File: src/rtl/mlr_pkg.sv
package mlr_pkg;

    // request kinds carried in the input tuser bit
    typedef enum logic {
        REQ_START = 1'b0,
        REQ_STEP  = 1'b1
    } t_req_type;

    // configuration register map
    localparam int          REG_ADDR_W         = 3;
    localparam logic [REG_ADDR_W-1:0] REG_SCREEN_HEIGHT = 3'd0;

    localparam int          HEIGHT_W           = 11;
    localparam logic [HEIGHT_W-1:0] HEIGHT_RESET = 11'd480;

endpackage

File: src/rtl/midpoint_line_rasterizer.sv
// Midpoint (Bresenham) line rasterizer for all octants, one pixel per stream
// transaction. A start transaction (tuser = 0) carries both endpoints packed in
// tdata as start_x, start_y, end_x, end_y from bit 0 up; the block picks the
// major axis (x unless |dy| > |dx|), orders the endpoints so the major
// coordinate rises and returns the first pixel. Each step transaction
// (tuser = 1) returns the next pixel; a step with no line in progress returns
// a transaction with tuser = 0 and all other fields zero. A start while a line
// is in progress drops the old line. Returned rows are flipped to
// screen_height minus the logical y; the last pixel of a line has tlast set.
// Throughput is one transaction per clock while the skid register is empty;
// the position/decision registers close an add-and-compare loop. A two-entry
// output buffer (result register plus skid register) keeps the input side
// accepting while one result waits on a stalled consumer. screen_height sits
// at APB byte address 0 and must only be written while no line is being
// returned.
module midpoint_line_rasterizer #(
    parameter int COORD_BITS = 12
) (
    input  logic                                  i_clk,
    input  logic                                  i_rst_n,
    // apb configuration port
    input  logic                                  i_psel,
    input  logic                                  i_penable,
    input  logic                                  i_pwrite,
    input  logic [mlr_pkg::REG_ADDR_W-1:0]        i_paddr,
    input  logic [31:0]                           i_pwdata,
    output logic [31:0]                           o_prdata,
    output logic                                  o_pready,
    // request stream
    input  logic                                  i_s_tvalid,
    output logic                                  o_s_tready,
    // start_x, start_y, end_x, end_y (signed), zero padded to bytes
    input  logic [((4*COORD_BITS+7)/8)*8-1:0]     i_s_tdata,
    // req_type
    input  logic                                  i_s_tuser,
    // pixel stream
    output logic                                  o_m_tvalid,
    input  logic                                  i_m_tready,
    // pixel_x (signed), pixel_y (signed, one bit wider), zero padded to bytes
    output logic [((2*COORD_BITS+1+7)/8)*8-1:0]   o_m_tdata,
    // pixel_valid
    output logic                                  o_m_tuser,
    output logic                                  o_m_tlast
);
    import mlr_pkg::*;

    localparam int CB    = COORD_BITS;
    localparam int DW    = COORD_BITS + 3;          // decision and increments
    localparam int OUT_W = ((2*COORD_BITS+1+7)/8)*8;
    localparam int YW    = COORD_BITS + HEIGHT_W + 2; // y flip before truncation
    localparam int RW    = 2*COORD_BITS + 3;        // {valid, last, y, x}

    // ---------------------------------------------------------------
    // configuration
    // ---------------------------------------------------------------
    logic [HEIGHT_W-1:0] r_height;
    logic                w_cfg_wr;

    assign o_pready = 1'b1;
    assign w_cfg_wr = i_psel && i_penable && i_pwrite && o_pready
                      && (i_paddr == REG_SCREEN_HEIGHT);

    always_ff @(posedge i_clk) begin
        if (!i_rst_n) begin
            r_height <= HEIGHT_RESET;
        end else if (w_cfg_wr) begin
            r_height <= i_pwdata[HEIGHT_W-1:0];
        end
    end

    assign o_prdata = (i_paddr == REG_SCREEN_HEIGHT) ? 32'(r_height) : 32'd0;

    // ---------------------------------------------------------------
    // line state
    // ---------------------------------------------------------------
    logic signed [CB-1:0] r_major, r_minor, r_major_end;
    logic signed [DW-1:0] r_dec, r_inc_s, r_inc_d;
    logic                 r_minor_down, r_swapped, r_drawing;

    logic signed [CB-1:0] n_major, n_minor, n_major_end;
    logic signed [DW-1:0] n_dec, n_inc_s, n_inc_d;
    logic                 n_minor_down, n_swapped, n_drawing;

    // output buffer: result register and skid register
    logic          r_out_valid, r_skid_valid;
    logic [RW-1:0] r_out, r_skid;

    logic w_in_acc, w_out_acc;
    assign o_s_tready = !r_skid_valid;
    assign w_in_acc   = i_s_tvalid && o_s_tready;
    assign w_out_acc  = r_out_valid && i_m_tready;

    // endpoint unpacking and setup
    logic signed [CB-1:0] w_x0, w_y0, w_x1, w_y1;
    logic signed [CB:0]   w_ddx, w_ddy;
    logic [CB-1:0]        w_dx, w_dy, w_maj_d, w_min_d;
    logic signed [CB-1:0] w_a0, w_b0, w_a1, w_b1;
    logic                 w_swap, w_order;
    logic                 w_is_step;

    assign w_x0 = i_s_tdata[CB-1:0];
    assign w_y0 = i_s_tdata[2*CB-1:CB];
    assign w_x1 = i_s_tdata[3*CB-1:2*CB];
    assign w_y1 = i_s_tdata[4*CB-1:3*CB];

    assign w_ddx   = {w_x1[CB-1], w_x1} - {w_x0[CB-1], w_x0};
    assign w_ddy   = {w_y1[CB-1], w_y1} - {w_y0[CB-1], w_y0};
    assign w_dx    = w_ddx[CB] ? CB'(-w_ddx) : w_ddx[CB-1:0];
    assign w_dy    = w_ddy[CB] ? CB'(-w_ddy) : w_ddy[CB-1:0];
    assign w_swap  = w_dy > w_dx;
    assign w_maj_d = w_swap ? w_dy : w_dx;
    assign w_min_d = w_swap ? w_dx : w_dy;

    // endpoints ordered so the major coordinate rises
    always_comb begin
        logic signed [CB-1:0] a0, b0, a1, b1;
        a0 = w_swap ? w_y0 : w_x0;
        b0 = w_swap ? w_x0 : w_y0;
        a1 = w_swap ? w_y1 : w_x1;
        b1 = w_swap ? w_x1 : w_y1;
        w_order = a0 > a1;
        w_a0 = w_order ? a1 : a0;
        w_b0 = w_order ? b1 : b0;
        w_a1 = w_order ? a0 : a1;
        w_b1 = w_order ? b0 : b1;
    end

    assign w_is_step = (t_req_type'(i_s_tuser) == REQ_STEP);

    // next line state
    always_comb begin
        n_major      = r_major;
        n_minor      = r_minor;
        n_major_end  = r_major_end;
        n_dec        = r_dec;
        n_inc_s      = r_inc_s;
        n_inc_d      = r_inc_d;
        n_minor_down = r_minor_down;
        n_swapped    = r_swapped;
        n_drawing    = r_drawing;
        if (!w_is_step) begin
            n_major      = w_a0;
            n_minor      = w_b0;
            n_major_end  = w_a1;
            n_minor_down = w_b0 > w_b1;
            n_swapped    = w_swap;
            n_inc_s      = $signed(DW'({w_min_d, 1'b0}));
            n_inc_d      = $signed(DW'({w_min_d, 1'b0})) - $signed(DW'({w_maj_d, 1'b0}));
            n_dec        = $signed(DW'({w_min_d, 1'b0})) - $signed(DW'(w_maj_d));
            n_drawing    = w_a0 != w_a1;
        end else if (r_drawing) begin
            n_major = r_major + CB'(1);
            // straight step when the decision is not positive
            if (r_dec[DW-1] || (r_dec == '0)) begin
                n_dec = r_dec + r_inc_s;
            end else begin
                n_dec   = r_dec + r_inc_d;
                n_minor = r_minor_down ? r_minor - CB'(1) : r_minor + CB'(1);
            end
            n_drawing = (r_major + CB'(1)) != r_major_end;
        end
    end

    // pixel from the updated state, with the row flipped
    logic signed [CB-1:0] w_px, w_ly;
    logic [YW-1:0]        w_yfull;
    logic [RW-1:0]        w_res;

    assign w_px    = n_swapped ? n_minor : n_major;
    assign w_ly    = n_swapped ? n_major : n_minor;
    assign w_yfull = YW'(r_height) - YW'(w_ly);

    always_comb begin
        if (w_is_step && !r_drawing) begin
            w_res = '0; // idle step: empty result
        end else begin
            w_res = {1'b1, !n_drawing, w_yfull[CB:0], w_px};
        end
    end

    always_ff @(posedge i_clk) begin
        if (!i_rst_n) begin
            r_major      <= '0;
            r_minor      <= '0;
            r_major_end  <= '0;
            r_dec        <= '0;
            r_inc_s      <= '0;
            r_inc_d      <= '0;
            r_minor_down <= 1'b0;
            r_swapped    <= 1'b0;
            r_drawing    <= 1'b0;
        end else if (w_in_acc) begin
            r_major      <= n_major;
            r_minor      <= n_minor;
            r_major_end  <= n_major_end;
            r_dec        <= n_dec;
            r_inc_s      <= n_inc_s;
            r_inc_d      <= n_inc_d;
            r_minor_down <= n_minor_down;
            r_swapped    <= n_swapped;
            r_drawing    <= n_drawing;
        end
    end

    // ---------------------------------------------------------------
    // output buffer
    // ---------------------------------------------------------------
    always_ff @(posedge i_clk) begin
        if (!i_rst_n) begin
            r_out_valid  <= 1'b0;
            r_skid_valid <= 1'b0;
        end else begin
            if (!r_out_valid || w_out_acc) begin
                // result register free this cycle: skid first, else new result
                r_out_valid  <= r_skid_valid || w_in_acc;
                r_skid_valid <= r_skid_valid && w_in_acc;
            end else if (w_in_acc) begin
                r_skid_valid <= 1'b1;
            end
        end
    end

    always_ff @(posedge i_clk) begin
        if (!r_out_valid || w_out_acc) begin
            r_out <= r_skid_valid ? r_skid : w_res;
            if (r_skid_valid && w_in_acc) begin
                r_skid <= w_res;
            end
        end else if (w_in_acc) begin
            r_skid <= w_res;
        end
    end

    assign o_m_tvalid = r_out_valid;
    assign o_m_tuser  = r_out[RW-1];
    assign o_m_tlast  = r_out[RW-2];
    assign o_m_tdata  = OUT_W'(r_out[2*CB:0]);

    // ---------------------------------------------------------------
    // assertions
    // ---------------------------------------------------------------
    a_skid_needs_out: assert property (@(posedge i_clk) disable iff (!i_rst_n)
        r_skid_valid |-> r_out_valid)
        else $error("skid register holds a result while result register is empty");

    a_drawing_not_done: assert property (@(posedge i_clk) disable iff (!i_rst_n)
        r_drawing |-> (r_major != r_major_end))
        else $error("line in progress already at its end");

    a_idle_result_empty: assert property (@(posedge i_clk) disable iff (!i_rst_n)
        (o_m_tvalid && !o_m_tuser) |-> (!o_m_tlast && (o_m_tdata == '0)))
        else $error("empty result carries data");

    a_stall_fills_skid: assert property (@(posedge i_clk) disable iff (!i_rst_n)
        (w_in_acc && r_out_valid && !i_m_tready) |=> r_skid_valid)
        else $error("result lost while output stalled");

endmodule
File: config.mk
export PLATFORM = sky130hd
export DESIGN_NAME = midpoint_line_rasterizer
export DESIGN_NICKNAME = d
export VERILOG_FILES = /design/src/rtl/mlr_pkg.sv /design/src/rtl/midpoint_line_rasterizer.sv
export SDC_FILE = /design/constraint.sdc
export NUM_CORES = 1
export LEC_CHECK = 0
export BUFFER_PORTS_ARGS = -buffer_cell sky130_fd_sc_hd__buf_2
export CAP_MARGIN = 20
export CORE_MARGIN = 2
export CORE_UTILIZATION = 55
export DETAILED_ROUTE_END_ITERATION = 7
export PLACE_DENSITY = 0.85
export SKIP_LAST_GASP = 1
export SYNTH_ARGS = -nofsm -noshare
export SYNTH_HDL_FRONTEND = slang
export SYNTH_SLANG_ARGS = --single-unit
File: constraint.sdc
create_clock -name i_clk -period 8.88 [get_ports i_clk]
set_clock_uncertainty 0.05 [all_clocks]
set_input_delay 0.444 -clock i_clk [delete_from_list [all_inputs] [get_ports i_clk]]
set_output_delay 0.444 -clock i_clk [all_outputs]
set_load 0.02 [all_outputs]
==> flow_summary_export.csv, run 1 <==
group,metric,value,unit
cells_and_area,drive_gt1_share,27.33,%
clock_network,clock-sinks,146,
placement,dpl.cell_count,2434,
route,viasPerCell,6.355,
route,routed_wl,49380,um
critical_path,crit_start,"i_s_tdata[24]",
sta,worst_slew_pin_slew,1148,ps
power,p_leak,0.007814,uW
yosys,syn_inst,1830,
global_routing,grt-ovfl-total,0,
global_routing,gr-usage-met1,43.65,%
floorplanning,die_y,164.4,um
critical_path,worstPathRequired,9020,ps
cells_and_area,final_util,70.69,%
power,power.density,435.0,nW/um^2
sta,rsz0062_at_grt,"yes",
placement,port_buffers,109,
sta,max_freq,0.1110,GHz
floorplanning,initial_core_util,56.05,%
run,cap_violations,0,
global_routing,grt_util_all_layers,35.10,%
floorplanning,io_pins,160,
global_routing,use_met3,6.479,%
yosys,yosysWarnings,0,
floorplanning,die-area,27040,um^2
global_routing,grt_pass1_wl,74930,um
critical_path,worstReg2RegStart,"r_dec[9]$_SDFFE_PN0P_",
critical_path,cp_slowest_cell,"o311a_4",
floorplanning,fp.dieW,164.4,um
sta,report.final.slew_viol_count,0,
critical_path,endpoint_kind,"register",
global_routing,antenna_found_initial,0,
cells_and_area,final_cells,2496,
cells_and_area,syn_to_final_growth,26.11,%
clock_network,clk_latency,430,ps
yosys,ys_seq_area_share,24.47,%
yosys,ys_ff_latch,146,
sta,worst_slew_margin_rel,23.40,%
cells_and_area,fillCellCount,1940,
sta,period_share,101.5,%
critical_path,start_kind,"input port",
global_routing,grt_pass1_vias,14600,
clock_network,holdBufCountCts,0,
yosys,ys_types,110,
worst_hold_path,hold_path.class,"in2reg",
clock_network,cts-buffers-inserted,17,
global_routing,grt_max_degree,63,
power,ir_worst_vdd,460.9,uV
clock_network,cts_tree,"yes",
route,ant_nets,0,
clock_network,path_clk_slew,70,ps
cells_and_area,antennaDiodeCount,0,
route,detail_route.wl_per_cell,19.78,um
critical_path,worst_ep_arrival_time,9150,ps
critical_path,critical_path.max_fanout,7,
route,drtIter0Drc,1772,
placement,gp_congestion,1.021,
status,status,"finished, violations left",
yosys,syn_area,14160,um^2
sta,fin_ws,-132.0,ps
critical_path,worstSetupPathType,"in2reg",
cells_and_area,multi_input_area,10340,um^2
sta,period_needed,9012,ps
yosys,synth_edf_count,54,
clock_network,cts_root_buffer,"clkbuf_16",
route,drt_first_pass_iters,8,
clock_network,cts.htree.levels,4,
placement,hpwlAfterDp,36380,um
sta,final-setup-viol-count,3,
yosys,async_reset_ff_share,0,%
route,route.vias.total,15860,
worst_hold_path,min-delay-start,"i_pwdata[8]",
critical_path,crit_path_frequent_cell,"a21oi_2",
floorplanning,core,25250,um^2
global_routing,busiest_layer,"met2",
clock_network,clk_path_buf_depth,2,
yosys,avgSynthCellArea,7.736,um^2
cells_and_area,fin_nets,2356,
floorplanning,row_count,58,
yosys,synth_flop_cell,"dfxtp_1",
critical_path,slowest_delay,410,ps
status,failed_checks,"DRC, setup timing",
global_routing,grtUsageMet2,59.51,%
sta,final_hold_viol_count,0,
cells_and_area,regArea,3463,um^2
route,route.detailed.drc,1,
[registers in the layout, summed over array words and instances (netlist names)]
signal,count
r_out,27
r_skid,27
r_dec,15
r_inc_d,13
r_inc_s,12
r_major,12
r_major_end,12
r_minor,12
r_height,11
o_m_tvalid,1
r_drawing,1
r_minor_down,1
r_skid_valid,1
r_swapped,1
[layout by cell type, fill, tap and decap left out, types with 17 or more instances in the layout]
master / n
nand2_1: 256
ha_1: 99
xor2_1: 35
nand2b_1: 21
conb_1: 29
o211ai_1: 40
o21ai_1: 27
edfxtp_1: 54
a21oi_1: 146
nand3_1: 49
and2_1: 30
a21o_1: 23
nor2_1: 122
o21a_1: 24
clkbuf_16: 17
mux2i_1: 20
inv_1: 71
o31ai_1: 23
xnor2_1: 56
buf_4: 285
o21ai_0: 95
nor3_1: 48
a211oi_1: 23
buf_2: 106
dfxtp_1: 92
mux2_2: 26
[synth_stat cells, types with 24 or more instances]
library cell | number | area share [%]
o21ai_0 | 110 | 3.9
o31ai_1 | 25 | 1.3
dfxtp_1 | 92 | 13
a21oi_1 | 163 | 5.8
nor2_1 | 126 | 3.3
buf_4 | 31 | 1.6
nand3_1 | 52 | 1.8
nand2_1 | 258 | 6.8
o211ai_1 | 40 | 2.1
and2_1 | 31 | 1.4
edfxtp_1 | 54 | 11
o21a_1 | 24 | 1.3
nor3_1 | 48 | 1.7
ha_1 | 106 | 9.4
a211oi_1 | 27 | 1.4
inv_1 | 75 | 2.0
xnor2_1 | 60 | 3.7
mux2_2 | 29 | 2.3
xor2_1 | 36 | 2.2
clkbuf_1 | 61 | 1.6
[per-layer routing]
layer  part of all wire, %  up-vias
li1                      -     7279
met3                   8.5      223
met4                   4.9        0
met1                    39     7426
met2                    48      933
met5                     0        -
[final timing paths]
| path | cells after the start | endpoint | slack, ps |
|---|---|---|---|
| worst max register to register | 22 | r_out[22]$_DFFE_PN_ | 3590 |
| worst min-delay path | 3 | r_height[8]$_SDFFE_PN1P_ | 180 |
| worst max-delay path | 47 | r_out[22]$_DFFE_PN_ | -130 |
| worst min register to register | 2 | r_inc_s[7]$_SDFFE_PN0P_ | 400 |
[report_power, final]
| group | internal (uW) | switching (uW) |
|---|---|---|
| clock | 367 | 326 |
| combinational | 2620 | 3420 |
| sequential | 916 | 110 |
| total | 3910 | 3860 |
[kinds of logic after synthesis]
logic type | share of synthesized area, %
flops | 24.47
fa+ha+maj | 10.36
buf+inv | 6.346
xor+xnor | 5.939
compound gates | 27.30
simple gates | 21.51
mux | 4.022
other cells | 0.05305
[final cells by class]
class                           instances  share of cell area (%)
Sequential cell                       146                   19.40
Clock buffer                           18                   2.404
Timing Repair Buffer                  399                   15.60
Multi-Input combinational cell       1511                   57.91
Clock inverter                         14                  0.6869
Tap cell                              330                   2.313
Inverter                               78                   1.682
[metrics by stage]
stage / total power [uW] / hold WS (ps) / setup TNS (ps) / setup WS (ps) / area [um^2]
after detailed placement: 6522 / 396.3 / -6195 / -719.2 / 16690
final: 7766 / 182.8 / -174.6 / -132.0 / 17850
after global placement: 6279 / 388.5 / -1677 / -344.2 / 16690
after floorplan: 4703 / 378.4 / 0 / 11.43 / 14390
after global routing: 8262 / 186.3 / -2841 / -399.2 / 17850
after CTS: 7379 / 176.8 / 0 / 3.260 / 17430
[critical path: cells and delay by family]
| kind | cells | cell delay [ps] |
|---|---|---|
| compound gates | 24 | 4470 |
| fa+ha+maj | 6 | 1640 |
| simple gates | 7 | 950 |
| buf+inv | 6 | 590 |
| mux | 2 | 580 |
| xor+xnor | 2 | 480 |
[timing repair]
item                                    4_1_cts  5_1_grt
pin swaps                                    23       61
endpoints found under the setup margin        9       14
setup buffers                                13       17
resized for setup                            18       70
Note: power is estimated with default switching activity, not from simulation.
==> inputs of run 2 (changes only) <==
--- a/config.mk
+++ b/config.mk
@@ -8,9 +8,9 @@
 export BUFFER_PORTS_ARGS = -buffer_cell sky130_fd_sc_hd__buf_2
 export CAP_MARGIN = 20
 export CORE_MARGIN = 2
-export CORE_UTILIZATION = 55
+export CORE_UTILIZATION = 60
 export DETAILED_ROUTE_END_ITERATION = 7
-export PLACE_DENSITY = 0.85
+export PLACE_DENSITY = 0.88
 export SKIP_LAST_GASP = 1
 export SYNTH_ARGS = -nofsm -noshare
 export SYNTH_HDL_FRONTEND = slang
==> constraint.sdc (replaced) <==
create_clock -name i_clk -period 10.1 [get_ports i_clk]
set_clock_uncertainty 0.05 [all_clocks]
set_input_delay 0.505 -clock i_clk [delete_from_list [all_inputs] [get_ports i_clk]]
set_output_delay 0.505 -clock i_clk [all_outputs]
set_load 0.02 [all_outputs]
==> flow_summary_export.csv, run 2 (synthesis gave the netlist of run 1 again) <==
group,metric,value,unit
clock_network,cts_root_buffer,"clkbuf_16",
power,totalPowerFinal,6205,uW
sta,report.final.slew_viol_count,0,
critical_path,worst-r2r-setup-slack,4970,ps
floorplanning,fp.dieW,157.6,um
power,p_leak,0.006780,uW
critical_path,rr_worst_depth,22,
critical_path,endpoint_kind,"register",
placement,hpwlAfterDp,32570,um
clock_network,clk_path_buf_depth,2,
route,drt_first_pass_iters,7,
global_routing,grt_util_all_layers,34.85,%
sta,period_needed,9682,ps
critical_path,critical_path.max_fanout,15,
sta,final-setup-viol-count,0,
clock_network,clock-sinks,146,
global_routing,gr-usage-met1,43.62,%
cells_and_area,drive_gt1_share,17.47,%
global_routing,use_met3,5.557,%
critical_path,cp_slowest_cell,"or3_1",
sta,setup-tns-final,0,ps
critical_path,slowest_delay,420,ps
cells_and_area,final_common_cell,"nand2_1",
global_routing,busiest_layer,"met2",
global_routing,grt_pass1_wl,69020,um
critical_path,worstReg2RegStart,"r_dec[2]$_SDFFE_PN0P_",
global_routing,antenna_found_initial,0,
floorplanning,row_count,56,
floorplanning,die_y,157.6,um
route,drtIter0Drc,1559,
route,routed_wl,43780,um
cells_and_area,regArea,3463,um^2
power,power.density,387.5,nW/um^2
cells_and_area,syn_to_final_growth,13.12,%
route,viasPerCell,6.461,
worst_hold_path,hold_path.class,"in2reg",
critical_path,start_kind,"input port",
power,ir_worst_vdd,339.1,uV
global_routing,grt_max_degree,83,
clock_network,holdBufCountCts,0,
critical_path,worstPathRequired,10240,ps
critical_path,rr_endpoint,"r_out[22]$_DFFE_PN_",
sta,max_freq,0.1033,GHz
cells_and_area,fin_nets,2148,
critical_path,worstSetupPathType,"in2reg",
critical_path,crit_path_frequent_cell,"o21ai_0",
cells_and_area,multi_input_area,10050,um^2
cells_and_area,reg_top3,"r_out: 27 flops, r_skid: 27 flops, r_dec: 15 flops",
placement,gp_congestion,1.040,
critical_path,crit_start,"i_s_tdata[36]",
clock_network,path_clk_slew,70,ps
status,status,"completed",
global_routing,grt_pass1_vias,13670,
route,detail_route.wl_per_cell,19.22,um
cells_and_area,mostFrequentLayoutCells,"257 x nand2_1, 156 x a21oi_1, 123 x nor2_1",
sta,worst_slew_pin_slew,918.8,ps
global_routing,grt-ovfl-total,0,
global_routing,grtUsageMet2,58.00,%
sta,period_share,95.86,%
floorplanning,core,23330,um^2
placement,port_buffers,109,
route,route.vias.total,14720,
run,cap_violations,0,
floorplanning,initial_core_util,60.67,%
critical_path,worst_ep_arrival_time,9820,ps
cells_and_area,fillCellCount,1901,
clock_network,cts-buffers-inserted,17,
route,route.detailed.drc,0,
floorplanning,io_pins,160,
route,ant_nets,0,
critical_path,crit_end,"r_out[22]$_DFFE_PN_",
sta,worst_slew_margin_rel,38.27,%
sta,final_hold_viol_count,0,
clock_network,cts.htree.levels,4,
floorplanning,die-area,24840,um^2
worst_hold_path,min-delay-start,"i_pwdata[7]",
clock_network,cts_tree,"yes",
clock_network,clk_latency,430,ps
==> run 2: cell count changes in the layout (fill, tap and decap cells not counted), sizes merged <==
cell and delta:
buf -208, bufinv +3, clkbuf -1, clkinvlp -3
diode +1, inv +1
==> run 2: what timing repair did <==
item | in CTS | in global routing
endpoints found under the setup margin | 0 | 11
resized for setup | 0 | 30
buffers inserted | 0 | 18
hold endpoints to repair | 0 | 0
==> run 2: routing by layer <==
layer / up-vias / wire length [um]
met3: 164 / 3724
met5: - / 0
met4: 0 / 2246
li1: 6868 / -
met2: 833 / 20680
met1: 6854 / 17130
==> run 2: how the worst min path moves through the flow <==
stage                                    end  cells past startpoint
finish              r_height[7]$_SDFFE_PN1P_                      3
global route        r_height[5]$_SDFFE_PN1P_                      3
CTS                 r_height[7]$_SDFFE_PN1P_                      3
detailed placement  r_inc_s[12]$_SDFFE_PN0P_                      2
global placement     r_inc_d[3]$_SDFFE_PN0P_                      2
floorplan            r_inc_d[6]$_SDFFE_PN0P_                      2
==> run 2: final cells by class <==
class,instances,area share [%]
Multi-Input combinational cell,1511,62.78
Sequential cell,146,21.63
Timing Repair Buffer,191,7.275
Clock buffer,17,2.657
Tap cell,319,2.493
Inverter,78,1.828
Clock inverter,15,1.321
Antenna cell,1,0.01563
==> run 2: through the flow <==
step / area (um^2) / utilization [%] / cells / setup slack, ps / hold slack [ps]
after CTS: 15740 / 67.44 / 2259 / 164.7 / 244.5
after global placement: 15100 / 64.71 / 2227 / 191.1 / 388.2
final: 16010 / 68.63 / 2278 / 417.8 / 245.2
after global routing: 16010 / 68.62 / 2277 / -74.45 / 244.5
after floorplan: 14260 / - / 1857 / 526.7 / 378.4
after detailed placement: 15100 / 64.71 / 2227 / -247.7 / 395.4
==> run 2: power breakdown <==
group,internal [uW],switching [uW]
Sequential,805,91.8
Combinational,1850,2760
Clock,402,290
Total,3060,3140
==> run 2: critical path, delay by kind of cell <==
kind                       cells  cell delay (ps)
buffers and inverters          5              620
adders and majority gates      5             1600
AOI/OAI and AO/OA             21             4330
and+or+nand+nor               11             2250
muxes                          1              280
xor gates and xnor gates       1              170
